`src/rtl/iwrs_pkg.sv`:
```
// shared types, constants and helpers of the i2c write-then-read sequencer
`default_nettype none

package iwrs_pkg;

  localparam logic [7:0] LEN_MAX = 8'd255;

  // controller command bits
  localparam logic [3:0] CMD_NONE  = 4'b0000;
  localparam logic [3:0] CMD_RUN   = 4'b0001;
  localparam logic [3:0] CMD_START = 4'b0010;
  localparam logic [3:0] CMD_STOP  = 4'b0100;
  localparam logic [3:0] CMD_ACK   = 4'b1000;

  typedef enum logic [1:0] {
    REG_TARGET_ADDRESS = 2'd0,
    REG_WRITE_COUNT    = 2'd1,
    REG_READ_COUNT     = 2'd2
  } iwrs_reg_e;

  typedef enum logic {
    OP_BEGIN = 1'b0,
    OP_EVENT = 1'b1
  } iwrs_op_e;

  typedef struct packed {
    logic [6:0] target_address;
    logic [7:0] write_count;
    logic [7:0] read_count;
  } iwrs_cfg_t;

  typedef struct packed {
    logic       operation;
    logic       bus_error;
    logic [7:0] received_byte;
    logic [7:0] write_byte;
  } iwrs_item_t;

  typedef struct packed {
    logic       load_address;
    logic [7:0] address_byte;
    logic       load_data;
    logic [7:0] data_byte;
    logic [7:0] next_write_index;
    logic       store_read;
    logic [7:0] read_index;
    logic [7:0] read_data;
    logic [3:0] command;
    logic       done_res;
    logic       error_flag;
  } iwrs_result_t;

  // rd_started low stands for the read address not yet sent
  typedef struct packed {
    logic [7:0] wr_pos;
    logic       rd_started;
    logic [7:0] rd_pos;
    logic       sticky_err;
  } iwrs_state_t;

  function automatic logic [7:0] len_limit(input logic [7:0] n);
    len_limit = (n > LEN_MAX) ? LEN_MAX : n;
  endfunction

endpackage

`default_nettype wire

```
`src/rtl/iwrs_if.sv`:
```
// valid/ready channel interfaces of the i2c write-then-read sequencer
`default_nettype none

interface iwrs_in_if;
  logic       valid;
  logic       ready;
  logic       operation;
  logic       bus_error;
  logic [7:0] received_byte;
  logic [7:0] write_byte;

  modport source (output valid, operation, bus_error, received_byte, write_byte,
                  input ready);
  modport sink (input valid, operation, bus_error, received_byte, write_byte,
                output ready);
endinterface

interface iwrs_out_if;
  logic       valid;
  logic       ready;
  logic       load_address;
  logic [7:0] address_byte;
  logic       load_data;
  logic [7:0] data_byte;
  logic [7:0] next_write_index;
  logic       store_read;
  logic [7:0] read_index;
  logic [7:0] read_data;
  logic [3:0] command;
  logic       done_res;
  logic       error_flag;

  modport source (output valid, load_address, address_byte, load_data, data_byte,
                  next_write_index, store_read, read_index, read_data, command,
                  done_res, error_flag,
                  input ready);
  modport sink (input valid, load_address, address_byte, load_data, data_byte,
                next_write_index, store_read, read_index, read_data, command,
                done_res, error_flag,
                output ready);
endinterface

interface iwrs_cfg_if;
  logic       valid;
  logic       ready;
  logic [1:0] index;
  logic [7:0] data;

  modport source (output valid, index, data, input ready);
  modport sink (input valid, index, data, output ready);
endinterface

`default_nettype wire

```
`src/rtl/i2c_write_read_sequencer.sv`:
```
// I2C write-then-read sequencer (repeated start) for a byte-level controller
//
// Channels: in_i takes one word per begin or controller completion event,
// out_o gives one word per input word: the next controller command with the
// address and data bytes to load, the read byte to store, and done.
// cfg_i writes target_address (index 0), write_count (1), read_count (2);
// it is always ready and should be written only while the block is idle.
// An accepted word is held in the input register, and its result is then
// registered in the result register and shown on out_o.
// Throughput: one word per cycle while out_o does not stall, set by the single
// input register feeding the next-command logic and the result register; the
// transfer state is updated as the result is registered, so back-to-back words see it.
// Reset clears the configuration registers, the transfer state (write
// position 0, read address not yet sent, no error) and both valid flags.
// When out_o stalls, the result holds, one more word is taken into the
// input register, and then in_i.ready drops until out_o moves again.
`default_nettype none

module i2c_write_read_sequencer (
  input  wire logic clk_i,
  input  wire logic rst_ni,
  iwrs_cfg_if.sink  cfg_i,
  iwrs_in_if.sink   in_i,
  iwrs_out_if.source out_o
);

  iwrs_pkg::iwrs_cfg_t    cfg;
  iwrs_pkg::iwrs_item_t   item_q;
  iwrs_pkg::iwrs_result_t res_q, res_d;
  iwrs_pkg::iwrs_state_t  state_q, state_d;
  logic                   in_valid_q;
  logic                   out_valid_q;
  logic                   advance;
  logic                   in_ready;

  iwrs_cfg_regs u_cfg_regs (
    .clk_i  (clk_i),
    .rst_ni (rst_ni),
    .cfg_i  (cfg_i),
    .cfg_o  (cfg)
  );

  iwrs_step u_step (
    .cfg_i    (cfg),
    .state_i  (state_q),
    .item_i   (item_q),
    .result_o (res_d),
    .state_o  (state_d)
  );

  assign advance  = in_valid_q && (!out_valid_q || out_o.ready);
  assign in_ready = !in_valid_q || advance;
  assign in_i.ready = in_ready;

  always_ff @(posedge clk_i or negedge rst_ni) begin
    if (!rst_ni) begin
      in_valid_q  <= 1'b0;
      out_valid_q <= 1'b0;
      state_q     <= '{wr_pos: 8'd0, rd_started: 1'b0, rd_pos: 8'd0, sticky_err: 1'b0};
    end else begin
      if (in_ready) begin
        in_valid_q <= in_i.valid;
      end
      if (advance) begin
        out_valid_q <= 1'b1;
        state_q     <= state_d;
      end else if (out_o.ready) begin
        out_valid_q <= 1'b0;
      end
    end
  end

  always_ff @(posedge clk_i) begin
    if (in_ready && in_i.valid) begin
      item_q <= '{operation:     in_i.operation,
                  bus_error:     in_i.bus_error,
                  received_byte: in_i.received_byte,
                  write_byte:    in_i.write_byte};
    end
    if (advance) begin
      res_q <= res_d;
    end
  end

  assign out_o.valid            = out_valid_q;
  assign out_o.load_address     = res_q.load_address;
  assign out_o.address_byte     = res_q.address_byte;
  assign out_o.load_data        = res_q.load_data;
  assign out_o.data_byte        = res_q.data_byte;
  assign out_o.next_write_index = res_q.next_write_index;
  assign out_o.store_read       = res_q.store_read;
  assign out_o.read_index       = res_q.read_index;
  assign out_o.read_data        = res_q.read_data;
  assign out_o.command          = res_q.command;
  assign out_o.done_res         = res_q.done_res;
  assign out_o.error_flag       = res_q.error_flag;

endmodule

`default_nettype wire

```
`src/rtl/iwrs_cfg_regs.sv`:
```
// configuration registers: target address, write count, read count
`default_nettype none

module iwrs_cfg_regs (
  input  wire logic          clk_i,
  input  wire logic          rst_ni,
  iwrs_cfg_if.sink           cfg_i,
  output iwrs_pkg::iwrs_cfg_t cfg_o
);

  iwrs_pkg::iwrs_cfg_t cfg_q, cfg_d;

  assign cfg_i.ready = 1'b1;

  always_comb begin
    cfg_d = cfg_q;
    if (cfg_i.valid) begin
      unique case (cfg_i.index)
        iwrs_pkg::REG_TARGET_ADDRESS: cfg_d.target_address = cfg_i.data[6:0];
        iwrs_pkg::REG_WRITE_COUNT:    cfg_d.write_count    = cfg_i.data;
        iwrs_pkg::REG_READ_COUNT:     cfg_d.read_count     = cfg_i.data;
        default: ;
      endcase
    end
  end

  always_ff @(posedge clk_i or negedge rst_ni) begin
    if (!rst_ni) begin
      cfg_q <= '0;
    end else begin
      cfg_q <= cfg_d;
    end
  end

  assign cfg_o = cfg_q;

endmodule

`default_nettype wire

```
`src/rtl/iwrs_step.sv`:
```
// next-command logic: one item and the transfer state give one result
`default_nettype none

module iwrs_step (
  input  iwrs_pkg::iwrs_cfg_t    cfg_i,
  input  iwrs_pkg::iwrs_state_t  state_i,
  input  iwrs_pkg::iwrs_item_t   item_i,
  output iwrs_pkg::iwrs_result_t result_o,
  output iwrs_pkg::iwrs_state_t  state_o
);

  logic [7:0]            wc;
  logic [7:0]            rc;
  iwrs_pkg::iwrs_state_t cur;
  iwrs_pkg::iwrs_state_t nxt;
  iwrs_pkg::iwrs_result_t res;
  logic [3:0]            start_bit;
  logic                  rx_done;

  assign wc = iwrs_pkg::len_limit(cfg_i.write_count);
  assign rc = iwrs_pkg::len_limit(cfg_i.read_count);

  always_comb begin
    cur = state_i;
    // begin word restarts the transfer
    if (item_i.operation == iwrs_pkg::OP_BEGIN) begin
      cur = '0;
    end
    nxt       = cur;
    res       = '0;
    start_bit = iwrs_pkg::CMD_NONE;
    rx_done   = 1'b0;

    if (cur.wr_pos < wc) begin
      if (cur.wr_pos == 8'd0) begin
        start_bit        = iwrs_pkg::CMD_START;
        res.load_address = 1'b1;
        res.address_byte = {cfg_i.target_address, 1'b0};
      end
      res.load_data = 1'b1;
      res.data_byte = item_i.write_byte;
      nxt.wr_pos    = cur.wr_pos + 8'd1;
      if (nxt.wr_pos < wc || rc != 8'd0) begin
        res.command = iwrs_pkg::CMD_RUN | start_bit;
      end else begin
        res.command = iwrs_pkg::CMD_STOP | iwrs_pkg::CMD_RUN | start_bit;
      end
    end else if (rc != 8'd0 && (!cur.rd_started || cur.rd_pos < rc)) begin
      if (!cur.rd_started) begin
        // repeated start with the read address
        start_bit        = iwrs_pkg::CMD_START;
        res.load_address = 1'b1;
        res.address_byte = {cfg_i.target_address, 1'b1};
        nxt.rd_started   = 1'b1;
        nxt.rd_pos       = 8'd0;
      end else begin
        res.store_read = 1'b1;
        res.read_index = cur.rd_pos;
        res.read_data  = item_i.received_byte;
        nxt.rd_pos     = cur.rd_pos + 8'd1;
      end
      if (nxt.rd_pos == rc) begin
        res.command = iwrs_pkg::CMD_STOP | iwrs_pkg::CMD_RUN | start_bit;
      end else begin
        res.command = iwrs_pkg::CMD_ACK | iwrs_pkg::CMD_RUN | start_bit;
      end
    end else begin
      rx_done      = (rc == 8'd0) || (cur.rd_started && cur.rd_pos == rc);
      res.done_res = (rx_done && cur.wr_pos == wc) || cur.sticky_err;
    end

    // done test above sees the error before this word's bit
    nxt.sticky_err       = cur.sticky_err | item_i.bus_error;
    res.next_write_index = nxt.wr_pos;
    res.error_flag       = nxt.sticky_err;
  end

  assign result_o = res;
  assign state_o  = nxt;

endmodule

`default_nettype wire

```
`src/flat_wrapper.sv`:
```
// flat-port wrapper written by rule: the top's interface ports become plain ports
module i2c_write_read_sequencer_flat 
  (clk_i, rst_ni, cfg_i_valid, cfg_i_index, cfg_i_data, cfg_i_ready, in_i_valid, in_i_operation, in_i_bus_error, in_i_received_byte, in_i_write_byte, in_i_ready, out_o_valid, out_o_load_address, out_o_address_byte, out_o_load_data, out_o_data_byte, out_o_next_write_index, out_o_store_read, out_o_read_index, out_o_read_data, out_o_command, out_o_done_res, out_o_error_flag, out_o_ready);
  iwrs_cfg_if cfg_i_i ();
  iwrs_in_if in_i_i ();
  iwrs_out_if out_o_i ();
  input  wire logic clk_i;
  input  wire logic rst_ni;
  input wire logic [$bits(cfg_i_i.valid)-1:0] cfg_i_valid;
  input wire logic [$bits(cfg_i_i.index)-1:0] cfg_i_index;
  input wire logic [$bits(cfg_i_i.data)-1:0] cfg_i_data;
  output wire logic [$bits(cfg_i_i.ready)-1:0] cfg_i_ready;
  input wire logic [$bits(in_i_i.valid)-1:0] in_i_valid;
  input wire logic [$bits(in_i_i.operation)-1:0] in_i_operation;
  input wire logic [$bits(in_i_i.bus_error)-1:0] in_i_bus_error;
  input wire logic [$bits(in_i_i.received_byte)-1:0] in_i_received_byte;
  input wire logic [$bits(in_i_i.write_byte)-1:0] in_i_write_byte;
  output wire logic [$bits(in_i_i.ready)-1:0] in_i_ready;
  output wire logic [$bits(out_o_i.valid)-1:0] out_o_valid;
  output wire logic [$bits(out_o_i.load_address)-1:0] out_o_load_address;
  output wire logic [$bits(out_o_i.address_byte)-1:0] out_o_address_byte;
  output wire logic [$bits(out_o_i.load_data)-1:0] out_o_load_data;
  output wire logic [$bits(out_o_i.data_byte)-1:0] out_o_data_byte;
  output wire logic [$bits(out_o_i.next_write_index)-1:0] out_o_next_write_index;
  output wire logic [$bits(out_o_i.store_read)-1:0] out_o_store_read;
  output wire logic [$bits(out_o_i.read_index)-1:0] out_o_read_index;
  output wire logic [$bits(out_o_i.read_data)-1:0] out_o_read_data;
  output wire logic [$bits(out_o_i.command)-1:0] out_o_command;
  output wire logic [$bits(out_o_i.done_res)-1:0] out_o_done_res;
  output wire logic [$bits(out_o_i.error_flag)-1:0] out_o_error_flag;
  input wire logic [$bits(out_o_i.ready)-1:0] out_o_ready;
  assign cfg_i_i.valid = cfg_i_valid;
  assign cfg_i_i.index = cfg_i_index;
  assign cfg_i_i.data = cfg_i_data;
  assign cfg_i_ready = cfg_i_i.ready;
  assign in_i_i.valid = in_i_valid;
  assign in_i_i.operation = in_i_operation;
  assign in_i_i.bus_error = in_i_bus_error;
  assign in_i_i.received_byte = in_i_received_byte;
  assign in_i_i.write_byte = in_i_write_byte;
  assign in_i_ready = in_i_i.ready;
  assign out_o_valid = out_o_i.valid;
  assign out_o_load_address = out_o_i.load_address;
  assign out_o_address_byte = out_o_i.address_byte;
  assign out_o_load_data = out_o_i.load_data;
  assign out_o_data_byte = out_o_i.data_byte;
  assign out_o_next_write_index = out_o_i.next_write_index;
  assign out_o_store_read = out_o_i.store_read;
  assign out_o_read_index = out_o_i.read_index;
  assign out_o_read_data = out_o_i.read_data;
  assign out_o_command = out_o_i.command;
  assign out_o_done_res = out_o_i.done_res;
  assign out_o_error_flag = out_o_i.error_flag;
  assign out_o_i.ready = out_o_ready;
  i2c_write_read_sequencer u_core (.clk_i(clk_i), .rst_ni(rst_ni), .cfg_i(cfg_i_i), .in_i(in_i_i), .out_o(out_o_i));
endmodule
```
`config.mk`:
```
export PLATFORM = sky130hd
export DESIGN_NAME = i2c_write_read_sequencer_flat
export DESIGN_NICKNAME = d
export VERILOG_FILES = /design/src/rtl/iwrs_pkg.sv /design/src/rtl/iwrs_if.sv /design/src/rtl/i2c_write_read_sequencer.sv /design/src/rtl/iwrs_cfg_regs.sv /design/src/rtl/iwrs_step.sv /design/src/flat_wrapper.sv
export SDC_FILE = /design/constraint.sdc
export NUM_CORES = 1
export LEC_CHECK = 0
export BUFFER_PORTS_ARGS = -buffer_cell sky130_fd_sc_hd__buf_2
export CAP_MARGIN = 10
export CORE_MARGIN = 2
export CORE_UTILIZATION = 40
export DETAILED_ROUTE_END_ITERATION = 16
export SLEW_MARGIN = 40
export SYNTH_ARGS = -nofsm -noshare
export SYNTH_HDL_FRONTEND = slang
export SYNTH_SLANG_ARGS = --single-unit
export TNS_END_PERCENT = 1
```
`constraint.sdc`:
```
create_clock -name clk_i -period 7.6 [get_ports clk_i]
set_clock_uncertainty 0.2 [all_clocks]
set_input_delay 0 -clock clk_i [delete_from_list [all_inputs] [get_ports clk_i]]
set_output_delay 0 -clock clk_i [all_outputs]
set_load 0.02 [all_outputs]
```
==> results.txt, run 1 <==
In this run the worst path has a maximum fanout of 39. For the cell internal power dissipation, the log shows 1.192 mW. The count of mapped cells out of synthesis was 449; the final-stage net count was 613. Counting flops with a built-in enable in the synthesized netlist gives 66.

The layout overhead on the synthesized area was 21.99%. The overall routing resource usage is 0.1703, and the post-synthesis share of cell area spent on xor and xnor gates is 0.03075. The run gives 3828 as the number of global-route vias before repair. The critical path in this run is classified as flip-flop to flip-flop. For the number of fillers in the final layout, the log shows 1196. The hold violation total from the final report is 34, and the area of the mapped netlist is 5411 µm². Averaged over all synthesized cells, the footprint is 12.05 µm².

The analysis attributes to cell leakage a power of 2.876 nW. The final core utilization was 0.4985. The cell chosen for the clock root is sky130_fd_sc_hd__clkbuf_16. The detailed router finished its first iteration with 166 violations. The synthesized-area fraction occupied by adder cells is 0.06012, and the number of rows in the core area is 42. The die is 120.3 µm tall. The post-CTS clock slew at the launch and capture registers of the worst setup and hold paths was 0.08 ns; the yosys synthesis warning count was 0. The worst-case IR drop observed on VDD is 0.0001181 V. The wire-length estimate of the detail-placed layout is 8063 µm. For this design the total switching power over the nets is 0.5407 mW.

The library cell with the highest instance count after synthesis is sky130_fd_sc_hd__edfxtp_1. The placer's final routability congestion estimate was 0.9283. At the pin with the least slew margin, the transition time is 0.7712 ns.

In this run the number of H-tree levels came out at 3. The die width is 120.3 µm. The final reports fail on hold timing. The run finished, with violations left. By count the netlist is led by sky130_fd_sc_hd__edfxtp_1 (66), sky130_fd_sc_hd__dfrtp_1 (43), sky130_fd_sc_hd__nand2_1 (33). The number of clock buffers added by TritonCTS is 9.

The number of antenna violations at the first check in global routing was 0; the total of max-cap violations was 0. The critical path starts at u_core.item_q[17]. The diode insertion count for antenna repair was 0.

The first detailed-routing pass took 4 iterations. The tightest min-delay check is of the input port to async pin type. The element type at the critical path end is a flip-flop. Standard cell area after detailed placement: 5942 µm². Summed over all instances, the cell type with the most area after synthesis is sky130_fd_sc_hd__edfxtp_1. The total of endpoints with negative setup slack in the final report came out at 0.

Count of cells along the worst register-to-register path: 11. In the post-synthesis netlist, the biggest area contributors are sky130_fd_sc_hd__edfxtp_1 (37%), sky130_fd_sc_hd__dfrtp_1 (20%), sky130_fd_sc_hd__mux2_2 (6.2%). The logs give 0.299 for the power share of the clock group and 7.66 ns for the required time at the endpoint of the critical path. The share of the synthesized area in compound gates (AO/OA/AOI/OAI) was 0.08116; the number of vias per cell was 5.112. The routed layout has 3757 vias. The main combinational cell family by area after synthesis is simple AND/OR/NAND/NOR gates. The logs give 109 for the number of clock sinks and 85 for the number of primary I/O pins. For the worst hold slack after final layout, the log shows -0.01112 ns.

The share of the clock period used by the worst path after layout was 0.4808; the final routed wire length divided by cell count was 15.99 µm. The part of the total power dissipated in sequential elements is 0.467, and the multiplexer area fraction after synthesis is 0.06428. TritonCTS built the clock tree. The run gives 0 as the final count of pins violating max slew. The wire length of the first global-routing pass is 19280 µm, and the maximum root-to-sink buffer count is 2. STA classifies the critical path startpoint as a flip-flop.

At the later pin of the worst-skew pair, clock insertion delay measures 0.35 ns. The count of nets left with antenna violations once routing finished came out at 0. The region available for standard cell placement spans 13240 µm².

The relative contribution of combinational cells to total power was 0.234; the number of gates given a new drive strength after cts was 0. After synthesis the netlist holds a flip-flop and latch count of 109. Async set or reset register ratio after synthesis: 0.3945. The data arrival time of the critical path came out at 3.71 ns. Summed over all failing endpoints, the final setup total negative slack is 0 ns. The power density over cell area was 262.5 nW/µm²; the number of different library cells in the post-synthesis netlist was 61.

The final routed DRC violation total was 0; the internal reg-to-reg setup slack was 3.95 ns. Entering global routing, the biggest net connects 61 pins. The starting density of the core was 0.4086. The run gives 0.2737 GHz as the highest clock frequency the design can meet. Post-CTS setup buffer count: 0. The fraction of layout instances using a drive strength above 1 is 0.2576, and the overall die area is 14470 µm². After routing the design area is 6601 µm².

Global routing finished with a remaining overflow of 0. For the worst-case headroom to the max-slew limit, the log shows 0.4859. Setup repair after global routing left no endpoint under its margin. The sequential share of the synthesized area is 0.5651, and the final critical-path required period is 3.654 ns.

The most used flip-flop cell after synthesis is sky130_fd_sc_hd__edfxtp_1. The synthesized-area fraction occupied by and/or/nand/nor cells was 0.1551. The reg-to-reg endpoint was u_core.state_q[6].

Port buffering added 83 buffers. The share of the synthesized area in the top cell type was 0.3662. Switching power as a share of total power: 0.3120.

The tools report the wire length after detailed routing as 11750 µm. The source of the worst register-to-register timing path is u_core.item_q[17]. The number of nets in the synthesized netlist is 508.
cell families after synthesis:
group,count (synthesis)
AND/OR/NAND/NOR,149
flip-flops,109
AO/OA/AOI/OAI,63
buffers and inverters,51
multiplexers,31
adder cells (fa/ha/maj),26
XOR/XNOR,19
other,1
critical path: stages, from the launching register on:
cell and delay (ns):
sky130_fd_sc_hd__edfxtp_1 0.38, sky130_fd_sc_hd__buf_4 0.26, sky130_fd_sc_hd__and2_1 0.26, sky130_fd_sc_hd__ha_1 0.34, sky130_fd_sc_hd__nand3_1 0.09, sky130_fd_sc_hd__a31oi_1 0.15
sky130_fd_sc_hd__or2_1 0.26, sky130_fd_sc_hd__inv_2 0.21, sky130_fd_sc_hd__nor4_4 0.59, sky130_fd_sc_hd__buf_4 0.33, sky130_fd_sc_hd__nand3_1 0.20, sky130_fd_sc_hd__o31ai_1 0.27
worst max path at each step:
stage	end	slack, ns	depth (start not counted)
floorplan	u_core.state_q[0]	4.45	5
global placement	u_core.state_q[6]	4.09	11
detailed placement	u_core.state_q[6]	3.95	11
CTS	u_core.state_q[6]	3.93	11
global route	u_core.state_q[6]	3.62	11
finish	u_core.state_q[6]	3.95	11
metal layers:
metal	up-vias	part of all wire	GRT usage
li1	1824	-	-
met1	1842	0.43	0.2096
met2	76	0.52	0.2990
met3	15	0.037	0.03396
met4	0	0.016	0.05814
met5	-	0	0
power groups by stage:
stage	combinational, mW	sequential (mW)	clock (mW)
after global routing	0.453	0.824	0.550
after global placement	0.383	0.819	0
after CTS	0.410	0.808	0.530
after floorplan	0.287	0.816	0
after detailed placement	0.395	0.821	0
final	0.406	0.809	0.518
sequential cells by signal (all words and copies together), names as in the netlist:
name / flops
u_core.out_o.valid: 1
u_core.out_o.command: 4
u_core.out_o.address_byte: 8
u_core.out_o.error_flag: 1
u_core.state_q: 18
u_core.out_o.store_read: 1
u_core.item_q: 18
u_core.out_o.data_byte: 8
u_core.out_o.read_data: 8
u_core.out_o.next_write_index: 8
u_core.u_cfg_regs.cfg_o: 23
u_core.in_valid_q: 1
u_core.out_o.load_data: 1
u_core.out_o.read_index: 8
u_core.out_o.done_res: 1
area by class of cell:
cell class,instances,area [µm²],share of cell area
Timing Repair Buffer,118,760.7,0.1152
Clock inverter,5,73.82,0.01118
Clock buffer,11,264.0,0.03999
Multi-Input combinational cell,289,2123,0.3216
Tap cell,176,220.2,0.03336
Sequential cell,109,3058,0.4632
Inverter,27,101.3,0.01535
timing repair:
action | CTS | global route
hold buffers | 32 | 0
hold endpoints to repair | 86 | 0
setup endpoints to repair | 0 | 0
layout by cell type (no fill, tap or decap), types with 5 or more instances in the layout:
master	instances
sky130_fd_sc_hd__nand2_1	33
sky130_fd_sc_hd__xor2_1	5
sky130_fd_sc_hd__nor2b_1	5
sky130_fd_sc_hd__nand2b_1	7
sky130_fd_sc_hd__a21oi_1	11
sky130_fd_sc_hd__nor2_1	13
sky130_fd_sc_hd__clkbuf_16	10
sky130_fd_sc_hd__and3_1	21
sky130_fd_sc_hd__nand4_1	6
sky130_fd_sc_hd__mux2_2	30
sky130_fd_sc_hd__inv_1	25
sky130_fd_sc_hd__o21ai_0	12
sky130_fd_sc_hd__nand3_1	13
sky130_fd_sc_hd__buf_2	82
sky130_fd_sc_hd__dlygate4sd3_1	32
sky130_fd_sc_hd__ha_1	26
sky130_fd_sc_hd__xnor2_1	14
sky130_fd_sc_hd__edfxtp_1	66
sky130_fd_sc_hd__dfrtp_1	43
sky130_fd_sc_hd__and2_1	26
stage by stage:
step	setup slack, ns	power, mW	instances
after floorplan	4.452	1.102	449
after global placement	4.088	1.202	687
after detailed placement	3.952	1.216	687
after CTS	3.929	1.749	735
after global routing	3.622	1.826	735
final	3.946	1.733	735
No activity file was read; power rests on OpenSTA's default activity.
==> inputs of run 2 (changes only) <==
==> constraint.sdc (replaced) <==
create_clock -name clk_i -period 3.5 [get_ports clk_i]
set_clock_uncertainty 0.2 [all_clocks]
set_input_delay 0 -clock clk_i [delete_from_list [all_inputs] [get_ports clk_i]]
set_output_delay 0 -clock clk_i [all_outputs]
set_load 0.02 [all_outputs]
==> results.txt, run 2 (same netlist as run 1, synthesis figures left out) <==
Summing all non-filler instances in the final layout gives an area of 6640 µm². For the worst hold slack after final layout, the log shows -0.009640 ns. The overall routing resource usage came out at 0.1695. The first global-routing pass estimated 19140 µm of wire.

The number of buffers created by CTS came out at 9. Setup repair after global routing left no endpoint under its margin. The global routing stage identified its most utilized layer as met2. After clock tree synthesis, the repair step resized 0 gates. The final count of pins violating max slew is 0, and the number of primary I/O pins is 85.

The fraction of layout instances using a drive strength above 1 works out to 0.2637. The run gives 42 as the number of rows in the core area. The total area inside the core boundary comes to 13240 µm².

The met3 capacity usage during global routing is 0.02830. In this run the worst hold path is classified as input port to async pin. Entering global routing, the biggest net connects 44 pins.

The number of fillers in the final layout was 1205; the buffering stage count on the worst path with inverters included was 2. The library cells used most frequently in the layout, excluding fill and tap cells, are sky130_fd_sc_hd__buf_2 (82), sky130_fd_sc_hd__edfxtp_1 (66), sky130_fd_sc_hd__dfrtp_1 (43), sky130_fd_sc_hd__nand2_1 (33), sky130_fd_sc_hd__dlygate4sd3_1 (32). The critical path is of the flip-flop to flip-flop type. STA classifies the critical path startpoint as a flip-flop.

The final reports fail on hold timing. The placer's final routability congestion estimate is 0.9073, and the maximum root-to-sink buffer count is 2. The met1 track utilization from global routing was 0.2110. The root buffer cell chosen for the clock tree is sky130_fd_sc_hd__clkbuf_16.

At the pin with the least slew margin, the transition time is 0.6358 ns. The number of nets with antenna violations after routing is 0. TritonCTS built the clock tree. The final-stage net count came out at 619.

The number of flip-flops under the largest register name is 23, and the post-placement cell count is 689. The clock reaches the later pin of the worst-skew pair after 0.35 ns. In this run the power density over the cells is 558.4 nW/µm². From synthesis to final layout, the design area changed by 22.71%.

Data on the critical path is required at its endpoint by 3.55 ns. For the number of clock sinks, the log shows 109. The cell family contributing the most delay on the critical path is simple AND/OR/NAND/NOR gates. The tools report the number of global-route vias before repair as 3773.

The share of the clock period used by the worst path after layout came out at 0.9127. The H-tree depth reported by CTS was 3; the diode insertion count for antenna repair was 0. Before antenna repair, the detailed router went through 4 iterations. Final setup TNS: 0 ns.

Measured along the y axis, the die boundary spans 120.3 µm. For the data arrival time of the critical path, the log shows 3.25 ns. For the initial detailed-routing violation count, the log shows 176. The cell that appears most often on the critical path is sky130_fd_sc_hd__nand3_1.

Across all layers, the routed design uses 3770 vias. Overall die area: 14470 µm². The number of antenna violations at the first check in global routing is 0, and the overall overflow remaining after global route is 0. The run gives 0.3130 GHz as the highest clock frequency the design can meet.

The flow ran to the end, but the final reports show violations. The post-CTS clock slew at the launch and capture registers of the worst setup and hold paths is 0.07 ns. The final critical-path required period works out to 3.195 ns.

In the routed layout, each cell is associated on average with a via count of 5.088. Overall power consumption: 3.708 mW. During placement, the flow inserted port buffers numbering 83.

After detailed routing, the total wire length is 11890 µm. In this design, the stage delay of the slowest critical-path cell is 0.51 ns. After legalization and detailed placement, the total HPWL measured 8119 µm. The met2 usage came out at 0.2983. The critical path goes through buf_4, and2_1, ha_1, nand3_1, a31oi_1, or2_1, inv_2, nor4_4, nand3_1, o31ai_1. For the hold violation total from the final report, the log shows 23. Summed over all cells, the static leakage comes to 2.900 nW. Measured along the x axis, the die boundary spans 120.3 µm. The maximum net fanout on the critical path is 10, and the final routed wire length divided by cell count is 16.05 µm. The run gives 0.4086 as the starting density of the core. For this design, the slowest cell found on the critical path is sky130_fd_sc_hd__edfxtp_1. In the routed design, unresolved DRC markers number 0. The leading cell type in the layout, fill and taps excluded is sky130_fd_sc_hd__buf_2.

The run gives 0.5755 as the worst-case headroom to the max-slew limit. VDD sags by at most 0.0002367 V. Total of max-cap violations: 0. STA classifies the critical path endpoint as a flip-flop.

Setup violations remaining at the end of the flow were counted as 0. Once placement finished, the instance area stood at 5982 µm². Excluding fillers, the count of instances in the completed layout stands at 741.
==> run 2: per-stage QoR <==
step	utilization	hold WS [ns]	worst slack, ns
6_report	0.5014	-0.009640	0.3054
3_5_place_dp	0.4517	-0.1563	0.2554
4_1_cts	0.4991	0.01217	0.2245
5_1_grt	0.5014	0.03355	0.1054
3_3_place_gp	0.4515	-0.02033	0.3038
2_1_floorplan	-	-0.4956	0.3516
==> run 2: cell type report <==
| type | count | area (µm²) | share of cell area |
|---|---|---|---|
| sequential | 109 | 3058 | 0.4605 |
| clock inverter | 5 | 63.81 | 0.009610 |
| multi-input combinational | 289 | 2123 | 0.3198 |
| timing repair buffer | 124 | 830.8 | 0.1251 |
| clock buffer | 11 | 242.7 | 0.03656 |
| tap | 176 | 220.2 | 0.03316 |
| inverter | 27 | 101.3 | 0.01526 |
==> run 2: worst register-to-register path, stage by stage (launching register included) <==
cell and delay (ns):
sky130_fd_sc_hd__edfxtp_1 0.51, sky130_fd_sc_hd__buf_4 0.20, sky130_fd_sc_hd__and2_1 0.19, sky130_fd_sc_hd__ha_1 0.34
sky130_fd_sc_hd__nand3_1 0.08, sky130_fd_sc_hd__a31oi_1 0.15, sky130_fd_sc_hd__or2_1 0.27, sky130_fd_sc_hd__inv_2 0.16
sky130_fd_sc_hd__nor4_4 0.46, sky130_fd_sc_hd__nand3_1 0.28, sky130_fd_sc_hd__o31ai_1 0.27
==> run 2: path summary, 6_finish.rpt <==
path	slack [ns]	from	end	cells past startpoint
setup reg to reg	0.31	u_core.item_q[17]	u_core.state_q[6]	10
max in group asynchronous	2.72	rst_ni	u_core.state_q[5]	2
min in group clk_i	0.04	cfg_i_valid	u_core.u_cfg_regs.cfg_o[17]	3
setup / recovery	0.31	u_core.item_q[17]	u_core.state_q[6]	10
hold / removal	-0.01	rst_ni	u_core.state_q[14]	2
hold reg to reg	0.30	u_core.u_cfg_regs.cfg_o[21]	u_core.u_cfg_regs.cfg_o[21]	1
==> run 2: layer usage <==
layer | wire length, µm | part of all wire
met5 | 0 | 0
met4 | 188 | 0.016
met3 | 315 | 0.026
met2 | 6238 | 0.52
met1 | 5151 | 0.43
==> run 2: repair_timing <==
item / CTS / global route
endpoints found under the setup margin: 0 / 1
hold endpoints to repair: 86 / 0
setup buffers: 0 / 4
hold buffers: 32 / 0
==> run 2: power breakdown <==
| part | switching, mW | internal, mW | total, mW |
|---|---|---|---|
| Combinational | 0.512 | 0.394 | 0.906 |
| Sequential | 0.174 | 1.58 | 1.75 |
| Clock | 0.466 | 0.584 | 1.05 |
| Total | 1.15 | 2.56 | 3.71 |
